## config.mk

```make
export PLATFORM = sky130hd
export DESIGN_NAME = rgb_rainbow_cycler
export DESIGN_NICKNAME = d
export VERILOG_FILES = /design/src/design/rgbrc_pkg.sv /design/src/design/rgb_rainbow_cycler.sv
export SDC_FILE = /design/constraint.sdc
export NUM_CORES = 1
export LEC_CHECK = 0
export ABC_AREA = 1
export BUFFER_PORTS_ARGS = -buffer_cell sky130_fd_sc_hd__buf_2
export CORE_AREA = 4 4 90 156
export CTS_BUF_LIST = sky130_fd_sc_hd__clkbuf_16
export CTS_CLUSTER_DIAMETER = 30
export DETAILED_ROUTE_END_ITERATION = 8
export DIE_AREA = 0 0 94 160
export SETUP_SLACK_MARGIN = 0.1
export SLEW_MARGIN = 0
export SYNTH_ARGS = -nofsm -noshare
export SYNTH_HDL_FRONTEND = slang
export SYNTH_SLANG_ARGS = --single-unit
export TNS_END_PERCENT = 5
```

## constraint.sdc

```tcl
create_clock -name clk -period 2.75 [get_ports clk]
set_clock_uncertainty 0.15 [all_clocks]
set_input_delay 0.55 -clock clk [delete_from_list [all_inputs] [get_ports clk]]
set_output_delay 0.55 -clock clk [all_outputs]
set_load 0.02 [all_outputs]
```

## src/design/rgbrc_pkg.sv

```systemverilog
// ----------------------------------------------------------------------------
// rgbrc_pkg: shared types and constants for the rainbow color cycler
// Color width, reset values and the color-wheel phase codes.
// ----------------------------------------------------------------------------
package rgbrc_pkg;

  // Color level width and full-scale value
  localparam int unsigned COLOR_BITS = 8;
  localparam logic [COLOR_BITS-1:0] COLOR_MAX = {COLOR_BITS{1'b1}};

  // Duty fields carry the low byte of a level
  localparam int unsigned DUTY_BITS = 8;

  // Tick counter and speed
  localparam int unsigned TICK_BITS   = 8;
  localparam logic [TICK_BITS-1:0] TICK_MAX    = {TICK_BITS{1'b1}};
  localparam logic [TICK_BITS-1:0] SPEED_RESET = TICK_BITS'(20);
  localparam logic [TICK_BITS-1:0] DELTA_RESET = TICK_BITS'(5);

  // Color-wheel phases; codes 6 and 7 are unused and hold the wheel
  typedef enum logic [2:0] {
    PH_GREEN_UP   = 3'd0,
    PH_RED_DOWN   = 3'd1,
    PH_BLUE_UP    = 3'd2,
    PH_GREEN_DOWN = 3'd3,
    PH_RED_UP     = 3'd4,
    PH_BLUE_DOWN  = 3'd5
  } wheel_phase_t;

endpackage

```

## src/design/rgb_rainbow_cycler.sv

```systemverilog
// Latency: a tick's result is registered and shown the cycle after its transfer.
// Throughput: one tick per clock; a new tick is taken while a result waits
//   to be taken, as long as the output register frees up in the same cycle.
// Reset (rst, synchronous): red full, green and blue off, wheel in green-up,
//   duties zero, tick counter 0, speed 20, speed delta 5, no result pending.
// ----------------------------------------------------------------------------
// rgb_rainbow_cycler: rainbow color-wheel sequencer
// Counts prescaled ticks; on counter overflow latches the colors into the
// duty outputs, steps the wheel one unit and applies new button presses.
// ----------------------------------------------------------------------------
module rgb_rainbow_cycler
  import rgbrc_pkg::*;
(
  input  logic                 clk,
  input  logic                 rst,
  // configuration: speed delta
  input  logic                 cfg_write,
  input  logic [TICK_BITS-1:0] cfg_data,
  // tick input
  input  logic                 in_valid,
  output logic                 in_ready,
  input  logic                 faster_pressed,
  input  logic                 slower_pressed,
  // result output
  output logic                 out_valid,
  input  logic                 out_ready,
  output logic [DUTY_BITS-1:0] red_duty,
  output logic [DUTY_BITS-1:0] green_duty,
  output logic [DUTY_BITS-1:0] blue_duty,
  output logic                 stepped
);

  logic [TICK_BITS-1:0]  speed_delta;
  logic [COLOR_BITS-1:0] red_level, green_level, blue_level;
  logic [COLOR_BITS-1:0] red_level_next, green_level_next, blue_level_next;
  wheel_phase_t          wheel_phase, wheel_phase_next;
  logic [TICK_BITS-1:0]  tick_count, tick_count_next;
  logic [TICK_BITS-1:0]  speed, speed_next;
  logic                  faster_latched, slower_latched;
  logic                  in_fire, update;
  logic                  faster_new, slower_new;

  // Input transfer: the output register is free or drains this cycle
  assign in_ready = !out_valid || out_ready;
  assign in_fire  = in_valid && in_ready;
  assign update   = (tick_count == TICK_MAX);

  // Configuration register
  always_ff @(posedge clk) begin
    if (rst) begin
      speed_delta <= DELTA_RESET;
    end else if (cfg_write) begin
      speed_delta <= cfg_data;
    end
  end

  // Color wheel: one unit of the current phase
  always_comb begin
    red_level_next   = red_level;
    green_level_next = green_level;
    blue_level_next  = blue_level;
    wheel_phase_next = wheel_phase;
    case (wheel_phase)
      PH_GREEN_UP: begin
        green_level_next = green_level + 1'b1;
        if (green_level_next == COLOR_MAX) wheel_phase_next = PH_RED_DOWN;
      end
      PH_RED_DOWN: begin
        red_level_next = red_level - 1'b1;
        if (red_level_next == '0) wheel_phase_next = PH_BLUE_UP;
      end
      PH_BLUE_UP: begin
        blue_level_next = blue_level + 1'b1;
        if (blue_level_next == COLOR_MAX) wheel_phase_next = PH_GREEN_DOWN;
      end
      PH_GREEN_DOWN: begin
        green_level_next = green_level - 1'b1;
        if (green_level_next == '0) wheel_phase_next = PH_RED_UP;
      end
      PH_RED_UP: begin
        red_level_next = red_level + 1'b1;
        if (red_level_next == COLOR_MAX) wheel_phase_next = PH_BLUE_DOWN;
      end
      PH_BLUE_DOWN: begin
        blue_level_next = blue_level - 1'b1;
        if (blue_level_next == '0) wheel_phase_next = PH_GREEN_UP;
      end
      default: begin
        // unused phase codes hold the wheel
      end
    endcase
  end

  // Button edges and speed; both presses together cancel out
  assign faster_new = faster_pressed && !faster_latched;
  assign slower_new = slower_pressed && !slower_latched;

  always_comb begin
    speed_next = speed;
    if (faster_new) speed_next = speed_next + speed_delta;
    if (slower_new) speed_next = speed_next - speed_delta;
  end

  // Tick counter: count up, reload from speed on overflow
  assign tick_count_next = update ? (TICK_MAX - speed) : (tick_count + 1'b1);

  // Sequencer state, advanced on each tick transfer
  always_ff @(posedge clk) begin
    if (rst) begin
      red_level      <= COLOR_MAX;
      green_level    <= '0;
      blue_level     <= '0;
      wheel_phase    <= PH_GREEN_UP;
      tick_count     <= '0;
      speed          <= SPEED_RESET;
      faster_latched <= 1'b0;
      slower_latched <= 1'b0;
    end else if (in_fire) begin
      tick_count <= tick_count_next;
      if (update) begin
        red_level      <= red_level_next;
        green_level    <= green_level_next;
        blue_level     <= blue_level_next;
        wheel_phase    <= wheel_phase_next;
        speed          <= speed_next;
        faster_latched <= faster_pressed;
        slower_latched <= slower_pressed;
      end
    end
  end

  // Result register; the duty outputs double as the duty state
  always_ff @(posedge clk) begin
    if (rst) begin
      out_valid  <= 1'b0;
      red_duty   <= '0;
      green_duty <= '0;
      blue_duty  <= '0;
      stepped    <= 1'b0;
    end else begin
      if (in_fire) begin
        out_valid <= 1'b1;
        stepped   <= update;
        if (update) begin
          red_duty   <= red_level[DUTY_BITS-1:0];
          green_duty <= green_level[DUTY_BITS-1:0];
          blue_duty  <= blue_level[DUTY_BITS-1:0];
        end
      end else if (out_ready) begin
        out_valid <= 1'b0;
      end
    end
  end

`ifndef SYNTHESIS
  // A pending result is never overwritten before its transfer
  a_no_overwrite: assert property (@(posedge clk) disable iff (rst)
    out_valid && !out_ready |-> !in_ready)
    else $error("result overwritten while stalled");

  // Every tick transfer yields a result next cycle
  a_result_follows: assert property (@(posedge clk) disable iff (rst)
    in_fire |=> out_valid)
    else $error("tick transfer without result");

  // An update reloads the counter from the speed it saw
  a_reload: assert property (@(posedge clk) disable iff (rst)
    in_fire && update |=> tick_count == TICK_MAX - $past(speed))
    else $error("tick counter reload mismatch");

  // Duties move only on an update tick
  a_duty_hold: assert property (@(posedge clk) disable iff (rst)
    in_fire && !update |=>
      $stable(red_duty) && $stable(green_duty) && $stable(blue_duty) && !stepped)
    else $error("duty changed without update");

  // Speed and button latches change only on an update tick
  a_speed_hold: assert property (@(posedge clk) disable iff (rst)
    !(in_fire && update) |=> $stable(speed) && $stable(faster_latched)
      && $stable(slower_latched))
    else $error("speed changed outside update");
`endif

endmodule

```

======== Yosys cells after proc, flatten, opt, wreduce, memory -nomap -nowiden ========
Cells that the tools add are included.
word-level totals
  bits of input ports ..................... 15
  register bits after elaboration ......... 79
  word-level logic and storage cells ...... 75
operators by class
  add/subtract/negate cells ............... 10
  mux-type cells .......................... 15
  equal/unequal tests ..................... 15
  reduce and logical (&&, ||, !) cells .... 21
operator list
  operator                                                                number
  8-bit one-hot mux with 2 select lines                                   3
  8-bit by 1-bit adder with 8-bit output (second input constant)          4
  8-bit equality test (second input constant)                             4
  8-bit zero test                                                         3
  8-bit 2-to-1 mux                                                        3
  8-bit by 1-bit subtractor with 8-bit output (second input constant)     3
  3-bit 2-to-1 mux                                                        6
  3-bit one-hot mux with 6 select lines                                   1
  2-bit inequality test (second input constant)                           6
  3-bit AND reduction                                                     3
  9-bit AND reduction                                                     1
  8-bit adder                                                             1
  2-bit nonzero test                                                      4
  8-bit subtractor                                                        1
  8-bit subtractor (first input constant)                                 1
  3-bit by 2-bit equality test with 1-bit output (second input constant)  2
  3-bit equality test (second input constant)                             2
  6-bit nonzero test                                                      1
  3-bit by 1-bit equality test with 1-bit output (second input constant)  1
  1-bit logical AND                                                       3
  1-bit zero test                                                         3
  3-bit zero test                                                         1
  1-bit 2-to-1 mux                                                        2
  2-bit AND reduction                                                     1
  1-bit logical OR                                                        1

======== Longest topological paths before layout ========
Gate-level depths: netlist of the first run.
  word-level depth ........................ 5
  depth in mapped cells ................... 22

======== Least setup slack after synthesis of the first run ========
No wires, ideal clock.
  path kind ............................... input port to flip-flop
  start point ............................. in faster_pressed
  end point ............................... reg speed[6]
  required time ........................... 2,465 ps
  arrival time ............................ 2,527 ps
  path buffers ............................ 0
  stages on the path ...................... 17
  path slack .............................. -62 ps
  cells stage by stage .................... inv_1 > nor2_1 > inv_1 > o21ai_0 > ha_1 > inv_1 > fa_1 > nand3_1 > nand2_1 > nand2_1 > nand2_1 > nand2_1 > a21oi_1 > o21ai_0 > inv_1 > nand2_1 > a21oi_1
between the ends
  longest elaborated chain between the ends .. 4
ends and longest elaborated chain
  what                    line                       RTL
  start: declaration      rgb_rainbow_cycler.sv:22   input logic faster_pressed,
  1-bit logical AND (*)   rgb_rainbow_cycler.sv:95   assign faster_new = faster_pressed && !faster_latched;
  8-bit 2-to-1 mux (*)    rgb_rainbow_cycler.sv:100  if (faster_new) speed_next = speed_next + speed_delta;
  8-bit subtractor        rgb_rainbow_cycler.sv:101  if (slower_new) speed_next = speed_next - speed_delta;
  8-bit 2-to-1 mux (*)    rgb_rainbow_cycler.sv:101
  end signal: assignment  rgb_rainbow_cycler.sv:125  speed <= speed_next;
  end: declaration        rgb_rainbow_cycler.sv:38   logic [TICK_BITS-1:0] speed, speed_next;
Mark *: on every way between the ends. The rest lies on a longest branch, timed or not.
A chain may end at the register's enable or synchronous reset.

======== Worst setup path after layout of the first run ========
  start point ............................. reg speed[0]
  end point ............................... reg speed[7]
between the ends
  longest elaborated chain between the ends .. 4
ends and longest elaborated chain
  what                  line
  8-bit adder           rgb_rainbow_cycler.sv:100
  8-bit 2-to-1 mux (*)  rgb_rainbow_cycler.sv:100
  8-bit subtractor      rgb_rainbow_cycler.sv:101
  8-bit 2-to-1 mux (*)  rgb_rainbow_cycler.sv:101
Marks and branches as above.

==> impl_metrics.py, run 1 <==
metrics = {
    "detailed_routing": {
        "dr_total_vias": 5001,
        "drc_errors": 0,
        "ant_nets": 0,
        "wl_met3_um": 487,
        "wl_met1_mm": 5.23,
        "drt_wl_total_mm": 13.2,
        "via_per_inst": 5.14,
        "wl_per_cell_um": 13.6,
        "route.met2.wl_mm": 7.18,
        "drtPass1Iterations": 5,
        "drtIter0Drc": 202,
        "top_layer_used": "met4",
    },
    "synth": {
        "synth_cells": 748,
        "synth.distinct_cells": 40,
        "yosysWarnings": 0,
        "avgSynthCellArea_um2": 6.74,
        "ys_seq_elements": 79,
        "synth_area_mm2": 0.00504,
        "yosysSeqAreaShare_pct": 31.4,
        "syn-num-nets": 793,
    },
    "sta": {
        "rsz0062_at_grt": "yes",
        "finalHoldViolCount": 0,
        "fin_crit_sh_pct": 104,
        "period_minus_slack_ns": 2.86,
        "relSlewSlack_pct": 68.5,
        "finalSetupViolations": 2,
        "tightest_slew_ns": 0.467,
        "layout_setup_ws_ns": -0.112,
        "max_freq_mhz": 349,
        "drv_slew": 0,
        "hold_ws_ns": 0.287,
    },
    "layout": {
        "diodes": 0,
        "layout.nets": 844,
        "drive_above_1_share_pct": 16.0,
        "final_common_cell": "nand2_1",
        "layout_common_cells": "nand2_1, inv_1, o21ai_0, dfxtp_1, a21oi_1",
        "syn_to_final_growth_pct": 17.4,
        "n_fill_cell": 1336,
    },
    "place": {
        "place_congestion": 0.915,
        "dpl.hpwl_mm": 10.0,
        "numPortBuffers": 41,
        "preCtsSetupSlack_ns": -0.120,
    },
    "global_routing": {
        "grt_usage_pct": 17.8,
        "grt_max_degree": 44,
        "grt_pass1_wl_mm": 21.7,
        "grt-ovfl-total": 0,
        "grt_pass1_vias": 4813,
        "antenna_found_initial": 0,
    },
    "floorplanning": {
        "die_area_mm2": 0.0150,
        "placementRows": 55,
        "fp.dieW_um": 94,
        "die_h_um": 160,
        "start_util_pct": 39.4,
        "ioPinCount": 42,
        "core_mm2": 0.0128,
    },
    "worst_hold_path": {
        "min_path_type": "in -> reg",
        "hp-start": "cfg_data[2]",
        "hold_depth": 3,
        "min_to": "speed_delta[2]$_SDFFE_PP1P_",
    },
    "critical_path": {
        "r2r_cells": 21,
        "crit_type": "reg -> reg",
        "endpoint_kind": "register",
        "reg2reg_from": "speed[0]$_SDFFE_PP0P_",
        "r2r-end": "speed[7]$_SDFFE_PP0P_",
        "crit_required_ns": 2.84,
        "crit_arrival_ns": 2.95,
        "critPathLaunchType": "register",
        "reg2reg_slack_ns": -0.11,
        "path_max_fanout": 3,
    },
    "clocking": {
        "htreeDepth": 3,
        "clk_path_buf_depth": 2,
        "tritoncts": "built",
        "insertion_delay_ns": 0.34,
        "clk_pin_slew_worst_paths_ns": 0.06,
        "cts_made_buffers": 9,
        "clock-sinks": 79,
        "cts_root_buf": "clkbuf_16",
    },
    "power_and_ir_drop": {
        "p_leak_nw": 2.78,
        "p_total_w": 0.00266,
        "ir_worst_vdd_mv": 0.298,
        "powerDensity_mw_per_mm2": 449,
    },
    "outcome": {
        "status": "finished with violations",
        "violations": "setup timing",
    },
    "job": {
        "drv_cap": 0,
    },
}
power breakdown:
| part | switching [W] | internal, W |
|---|---|---|
| Combinational | 0.000147 | 0.0000950 |
| Sequential | 0.00000957 | 0.00116 |
| Clock | 0.000472 | 0.000780 |
cells by family (layout without fill, tap and decap cells):
kind of cell	after synthesis	count (layout)	share of synthesized area (%)
buf+inv	116	170	9.21
xor+xnor	18	18	3.13
simple gates	312	312	27.7
flops	79	79	31.4
mux	1	1	0.199
compound gates	192	192	20.6
fa+ha+maj	30	30	7.74
state kept, by name, indices dropped and copies added, names as in the netlist:
signal	cells
green_duty	8
red_duty	8
blue_duty	8
out_valid	1
slower_latched	1
red_level	8
stepped	1
green_level	8
speed_delta	8
wheel_phase	3
blue_level	8
speed	8
tick_count	8
faster_latched	1
stage by stage:
stage | instance area [µm²] | TNS [ns] | util [%] | std cells
final | 5920 | -0.113 | 46.3 | 973
after detailed placement | 5550 | -0.120 | 43.3 | 957
after CTS | 5860 | -0.0528 | 45.8 | 971
after global placement | 5550 | -0.0177 | 43.3 | 957
after floorplan | 5070 | 0 | - | 748
after global routing | 5920 | -0.715 | 46.3 | 973
per-layer routing:
layer / up-vias / track usage (%)
met5: - / 0
met3: 27 / 2.78
met2: 121 / 34.1
li1: 2581 / -
met4: 0 / 6.38
met1: 2272 / 18.9
Yosys cell counts, drive strengths merged:
| library cell | count | area (µm²) |
|---|---|---|
| o221ai | 2 | 17.5 |
| o22ai | 1 | 6.26 |
| a21oi | 78 | 402 |
| a31oi | 9 | 56.3 |
| nor3 | 6 | 30.0 |
| nand2 | 157 | 599 |
| or2 | 2 | 12.5 |
| nand3b | 1 | 7.51 |
| o21a | 3 | 22.5 |
| xnor2 | 4 | 35.0 |
| inv | 92 | 353 |
| o211ai | 3 | 22.5 |
| xor2 | 14 | 123 |
| dfxtp | 79 | 1580 |
| ha | 28 | 350 |
| o21ai | 90 | 454 |
| o21bai | 1 | 7.51 |
| clkinv | 1 | 3.75 |
| nand2b | 1 | 6.26 |
| nand4 | 11 | 68.8 |
| buf | 7 | 47.5 |
| a211oi | 5 | 52.6 |
| nor2 | 81 | 398 |
| fa | 2 | 40.0 |
| clkbuf | 16 | 60.1 |
| mux2i | 1 | 10.0 |
| nand3 | 53 | 275 |
worst max-delay path, cell delays in order, from the launching register on:
cell      delay [ns]
dfxtp_2         0.33
ha_4            0.17
fa_2            0.39
nand3_2         0.08
nand2_1         0.05
nand2_1         0.08
nand2_1         0.07
a21oi_2         0.15
nand2b_4        0.14
nand3_4         0.06
nand2_2         0.09
ha_4            0.20
inv_2           0.04
o21bai_1        0.07
a31oi_1         0.20
nand3_1         0.11
nand3_2         0.10
inv_1           0.04
nand2_1         0.08
nand3_2         0.06
nand2_1         0.06
inv_1           0.03
layout make-up:
| class | instances | area (µm²) | area share, % |
|---|---|---|---|
| Multi-Input combinational cell | 553 | 3080 | 52.1 |
| Inverter | 93 | 357 | 6.02 |
| Clock buffer | 9 | 225 | 3.80 |
| Sequential cell | 79 | 1580 | 26.8 |
| Tap cell | 171 | 214 | 3.61 |
| Timing Repair Buffer | 63 | 383 | 6.47 |
| Clock inverter | 5 | 75.1 | 1.27 |
worst max path at each step:
stage | startpoint | to | slack, ns | cells after the start
2_1_floorplan | speed_delta[0]$_SDFFE_PP1P_ | speed[7]$_SDFFE_PP0P_ | 0.08 | 21
4_1_cts | speed_delta[0]$_SDFFE_PP1P_ | speed[7]$_SDFFE_PP0P_ | -0.05 | 21
6_report | speed[0]$_SDFFE_PP0P_ | speed[7]$_SDFFE_PP0P_ | -0.11 | 21
3_3_place_gp | speed_delta[0]$_SDFFE_PP1P_ | speed[7]$_SDFFE_PP0P_ | -0.02 | 21
3_5_place_dp | speed_delta[0]$_SDFFE_PP1P_ | speed[7]$_SDFFE_PP0P_ | -0.12 | 21
5_1_grt | speed[0]$_SDFFE_PP0P_ | speed[7]$_SDFFE_PP0P_ | -0.33 | 21
repair_timing:
action	CTS	global route
cloned	0	0
buffers inserted	0	2
setup endpoints to repair	2	8
gates resized for setup	5	12
pin swaps	1	9
hold buffers	0	0
Power figures use the tool's default switching activity.
==> run 2: changes to the inputs <==
CORE_AREA = 4 4 78 134   (was 4 4 90 156)
DIE_AREA = 0 0 82 138   (was 0 0 94 160)
PLACE_DENSITY = 0.82   (was unset)
==> impl_metrics.py, run 2 (synthesis gave the netlist of run 1 again) <==
metrics = {
    "sta": {
        "drv_slew": 0,
        "tightest_slew_ns": 0.456,
        "period_minus_slack_ns": 2.80,
        "layout_setup_ws_ns": -0.0529,
        "finalHoldViolCount": 0,
        "fin_crit_sh_pct": 102,
        "hold_ws_ns": 0.295,
        "relSlewSlack_pct": 69.4,
        "finalSetupViolations": 1,
        "max_freq_mhz": 357,
        "rsz0062_at_grt": "yes",
    },
    "detailed_routing": {
        "ant_nets": 0,
        "dr_total_vias": 5166,
        "drtPass1Iterations": 7,
        "drtIter0Drc": 310,
        "via_per_inst": 5.58,
        "wl_per_cell_um": 14.2,
        "drt_wl_total_mm": 13.2,
        "drc_errors": 0,
    },
    "clocking": {
        "ctsHoldBuffers": 0,
        "clk_path_buf_depth": 2,
        "htreeDepth": 3,
        "cts_made_buffers": 9,
        "clock-sinks": 79,
        "clk_pin_slew_worst_paths_ns": 0.07,
        "tritoncts": "built",
        "insertion_delay_ns": 0.35,
        "cts_root_buf": "clkbuf_16",
    },
    "critical_path": {
        "crit_type": "reg -> reg",
        "reg2reg_slack_ns": -0.05,
        "reg2reg_from": "speed_delta[0]$_SDFFE_PP1P_",
        "crit_arrival_ns": 2.91,
        "endpoint_kind": "register",
        "path_max_fanout": 3,
        "r2r-end": "speed[7]$_SDFFE_PP0P_",
        "r2r_cells": 22,
        "crit_required_ns": 2.85,
        "critPathLaunchType": "register",
    },
    "floorplanning": {
        "start_util_pct": 53.6,
        "core_mm2": 0.00941,
        "die_h_um": 138,
        "die_area_mm2": 0.0113,
        "placementRows": 47,
        "fp.dieW_um": 82,
        "ioPinCount": 42,
    },
    "worst_hold_path": {
        "min_to": "speed_delta[2]$_SDFFE_PP1P_",
        "hp-start": "cfg_data[2]",
        "min_path_type": "in -> reg",
        "hold_depth": 3,
    },
    "place": {
        "preCtsSetupSlack_ns": -0.0856,
        "numPortBuffers": 41,
        "dpl-instance-area_mm2": 0.00546,
        "dpl.hpwl_mm": 9.75,
        "place_congestion": 0.912,
    },
    "outcome": {
        "violations": "setup timing",
        "status": "finished with violations",
    },
    "global_routing": {
        "antenna_found_initial": 0,
        "grt_pass1_wl_mm": 21.8,
        "grt-ovfl-total": 0,
        "grt_pass1_vias": 5041,
        "grt_usage_pct": 23.9,
        "grt_max_degree": 42,
    },
    "layout": {
        "layout_common_cells": "nand2_1, inv_1, o21ai_0, dfxtp_1, a21oi_1",
        "final_common_cell": "nand2_1",
        "postLayoutCellArea_mm2": 0.00583,
        "n_fill_cell": 823,
        "syn_to_final_growth_pct": 15.7,
        "drive_above_1_share_pct": 16.3,
        "diodes": 0,
        "layout.nets": 843,
        "post-route-util_pct": 62.0,
    },
    "power_and_ir_drop": {
        "p_leak_nw": 2.76,
        "powerDensity_mw_per_mm2": 432,
        "ir_worst_vdd_mv": 0.375,
    },
    "job": {
        "drv_cap": 0,
    },
}
-- run 2: stage by stage --
step,setup TNS (ns),power [W],std cells
2_1_floorplan,0,0.00135,748
3_3_place_gp,-0.00833,0.00141,907
3_5_place_dp,-0.0856,0.00142,907
4_1_cts,-0.0135,0.00252,925
5_1_grt,-0.401,0.00261,925
6_report,-0.0529,0.00252,925
-- run 2: worst max path at each step --
stage / start / endpoint / slack (ns) / cells past startpoint
after global routing: speed_delta[3]$_SDFFE_PP0P_ / speed[7]$_SDFFE_PP0P_ / -0.27 / 21
after floorplan: speed_delta[0]$_SDFFE_PP1P_ / speed[7]$_SDFFE_PP0P_ / 0.08 / 21
after CTS: speed[0]$_SDFFE_PP0P_ / speed[7]$_SDFFE_PP0P_ / -0.01 / 21
after detailed placement: speed_delta[0]$_SDFFE_PP1P_ / speed[7]$_SDFFE_PP0P_ / -0.09 / 21
after global placement: speed_delta[0]$_SDFFE_PP1P_ / speed[7]$_SDFFE_PP0P_ / -0.008 / 21
final: speed_delta[0]$_SDFFE_PP1P_ / speed[7]$_SDFFE_PP0P_ / -0.05 / 22
-- run 2: area by class of cell --
cell class	instances	area (µm²)	area share [%]
clock buffers	9	225	3.86
multi-input cells	553	3110	53.3
repair buffers	62	363	6.22
well taps	122	153	2.62
clock inverters	7	40.0	0.687
flip-flops and latches	79	1580	27.2
inverters	93	357	6.11
-- run 2: repair_timing --
| action | 4_1_cts | 5_1_grt |
|---|---|---|
| gates resized for setup | 12 | 9 |
| endpoints found under the setup margin | 2 | 5 |
| buffers inserted | 2 | 0 |
| pin swaps | 7 | 5 |
| cloned | 0 | 0 |
-- run 2: worst max-delay path: stages, from the launching register on --
cell and delay, ns:
dfxtp_2 0.33, ha_4 0.16, fa_2 0.35, nand3_2 0.09
nand2_2 0.06, nand2_2 0.08, nand2_2 0.05, a21oi_2 0.14
nand2_1 0.10, nand3_4 0.11, nand2_4 0.06, ha_4 0.28
inv_2 0.04, o21bai_1 0.18, a31oi_2 0.06, nand2_1 0.08
nand2_1 0.06, nand3_2 0.08, inv_1 0.04, nand2_1 0.05
nand3_1 0.06, nand2_1 0.07, inv_1 0.03
-- run 2: power breakdown --
group	internal (W)	leakage [nW]	total (W)	switching (W)
registers	0.00116	0.640	0.00117	0.0000113
clock network	0.000604	0.137	0.00109	0.000486
logic	0.000104	1.98	0.000259	0.000155
-- run 2: metal layers --
layer | GRT usage [%] | vias up | share of wire [%]
met5 | 0 | - | 0
met4 | 11.7 | 0 | 3.4
met3 | 4.75 | 41 | 4.3
met2 | 42.9 | 164 | 53
met1 | 25.4 | 2381 | 39
li1 | - | 2580 | -
==> run 3: changes to the inputs <==
CORE_AREA = 4 4 90 156   (was 4 4 78 134)
DIE_AREA = 0 0 94 160   (was 0 0 82 138)
PLACE_DENSITY = 0.65   (was 0.82)
==> impl_metrics.py, run 3 (synthesis gave the netlist of run 1 again) <==
metrics = {
    "detailed_routing": {
        "via_per_inst": 5.07,
        "drt_wl_total_mm": 12.7,
        "drtIter0Drc": 190,
        "wl_per_cell_um": 13.1,
        "drc_errors": 0,
        "ant_nets": 0,
        "dr_total_vias": 4918,
        "drtPass1Iterations": 5,
    },
    "clocking": {
        "clock-sinks": 79,
        "clk_path_buf_depth": 2,
        "cts_root_buf": "clkbuf_16",
        "ctsHoldBuffers": 0,
        "cts_made_buffers": 9,
        "postCtsSetupBuffers": 0,
        "htreeDepth": 3,
        "tritoncts": "built",
        "insertion_delay_ns": 0.34,
        "clk_pin_slew_worst_paths_ns": 0.06,
    },
    "sta": {
        "max_freq_mhz": 365,
        "period_minus_slack_ns": 2.74,
        "tightest_slew_ns": 0.551,
        "fin_crit_sh_pct": 99.7,
        "layout_setup_ws_ns": 0.00752,
        "relSlewSlack_pct": 63.3,
        "finalHoldViolCount": 0,
        "rsz0062_at_grt": "yes",
        "finalSetupViolations": 0,
        "drv_slew": 0,
    },
    "layout": {
        "post-route-util_pct": 45.9,
        "drive_above_1_share_pct": 15.3,
        "diodes": 0,
        "final_common_cell": "nand2_1",
        "instances_no_fill": 970,
        "layout_common_cells": "nand2_1, inv_1, o21ai_0, dfxtp_1, a21oi_1",
        "layout.nets": 839,
        "syn_to_final_growth_pct": 16.5,
    },
    "global_routing": {
        "global_route.usage.met2_pct": 33.9,
        "grt_busiest_layer": "met2",
        "use_met3_pct": 2.69,
        "antenna_found_initial": 0,
        "grt_usage_pct": 17.5,
        "grt_pass1_vias": 4685,
        "grt_max_degree": 35,
        "grt_pass1_wl_mm": 21.3,
        "met1_usage_pct": 17.7,
        "grt-ovfl-total": 0,
    },
    "power_and_ir_drop": {
        "powerDensity_mw_per_mm2": 442,
        "p_leak_nw": 2.74,
        "ir_worst_vdd_mv": 0.270,
    },
    "critical_path": {
        "endpoint_kind": "register",
        "reg2reg_from": "speed_delta[0]$_SDFFE_PP1P_",
        "r2r-end": "speed[7]$_SDFFE_PP0P_",
        "reg2reg_slack_ns": 0.008,
        "crit_arrival_ns": 2.84,
        "path_max_fanout": 3,
        "crit_type": "reg -> reg",
        "crit_required_ns": 2.84,
        "r2r_cells": 21,
        "critPathLaunchType": "register",
    },
    "floorplanning": {
        "die_h_um": 160,
        "core_mm2": 0.0128,
        "fp.dieW_um": 94,
        "ioPinCount": 42,
        "start_util_pct": 39.4,
        "die_area_mm2": 0.0150,
        "placementRows": 55,
    },
    "place": {
        "preCtsSetupSlack_ns": -0.0945,
        "dpl.hpwl_mm": 9.82,
        "place_congestion": 0.907,
        "numPortBuffers": 41,
        "place_inst": 954,
    },
    "worst_hold_path": {
        "min_path_type": "in -> reg",
        "hold_depth": 3,
        "min_to": "speed_delta[0]$_SDFFE_PP1P_",
        "hp-start": "cfg_data[0]",
    },
    "outcome": {
        "status": "finished, final reports clean",
    },
    "job": {
        "drv_cap": 0,
    },
}
-- run 3: cell types whose count changed in the layout (fill, tap and decap cells not counted), sizes merged --
cell,change
buf,-4
bufinv,+1
clkinv,-1
-- run 3: where the power goes --
group          total (W)  internal (W)  switching, W
Clock            0.00120      0.000704      0.000491
Sequential       0.00117       0.00116     0.0000107
Combinational   0.000235     0.0000932      0.000141
Total            0.00260       0.00195      0.000643
-- run 3: area by class of cell --
type	instances	area, µm²
Clock buffer	9	225
Clock inverter	7	72.6
Multi-Input combinational cell	553	3080
Inverter	93	357
Fill cell	1366	6930
Timing Repair Buffer	58	345
Sequential cell	79	1580
Tap cell	171	214
-- run 3: what timing repair did --
item | 4_1_cts | 5_1_grt
pin swaps | 2 | 0
endpoints found under the setup margin | 2 | 7
gates resized for setup | 10 | 4
-- run 3: worst max path at each step --
| stage | startpoint | end | slack [ns] | cells after the start |
|---|---|---|---|---|
| 3_3_place_gp | speed_delta[0]$_SDFFE_PP1P_ | speed[7]$_SDFFE_PP0P_ | -0.03 | 21 |
| 6_report | speed_delta[0]$_SDFFE_PP1P_ | speed[7]$_SDFFE_PP0P_ | 0.008 | 21 |
| 5_1_grt | speed_delta[0]$_SDFFE_PP1P_ | speed[7]$_SDFFE_PP0P_ | -0.22 | 21 |
| 3_5_place_dp | speed_delta[0]$_SDFFE_PP1P_ | speed[7]$_SDFFE_PP0P_ | -0.09 | 21 |
| 4_1_cts | speed_delta[0]$_SDFFE_PP1P_ | speed[7]$_SDFFE_PP0P_ | -0.02 | 21 |
| 2_1_floorplan | speed_delta[0]$_SDFFE_PP1P_ | speed[7]$_SDFFE_PP0P_ | 0.08 | 21 |
-- run 3: through the flow --
| stage | hold WS, ns | instance area [µm²] | power (W) | TNS [ns] |
|---|---|---|---|---|
| 3_3_place_gp | 0.301 | 5520 | 0.00142 | -0.0348 |
| 2_1_floorplan | 0.304 | 5070 | 0.00135 | 0 |
| 3_5_place_dp | 0.305 | 5520 | 0.00142 | -0.115 |
| 5_1_grt | 0.309 | 5870 | 0.00272 | -0.309 |
| 4_1_cts | 0.282 | 5860 | 0.00264 | -0.0247 |
| 6_report | 0.293 | 5870 | 0.00260 | 0 |
-- run 3: per-layer routing --
| layer | wire length (µm) | share of wire [%] |
|---|---|---|
| met5 | 0 | 0 |
| met4 | 393 | 3.1 |
| met3 | 358 | 2.8 |
| met2 | 6850 | 54 |
| met1 | 5140 | 40 |
-- run 3: critical path, cell delays in order (launching register included) --
cell and delay, ns:
dfxtp_2 0.34, ha_4 0.16, fa_2 0.36, nand3_2 0.08
nand2_1 0.06, nand2_1 0.08, nand2_1 0.07, a21oi_2 0.13
nand2b_1 0.13, nand3_2 0.08, nand2_2 0.08, ha_4 0.20
inv_2 0.04, o21bai_1 0.05, a31oi_1 0.18, nand2_1 0.07
nand2_1 0.08, nand3_2 0.08, nand3_2 0.08, nand3_1 0.07
nand2_1 0.07, inv_1 0.03
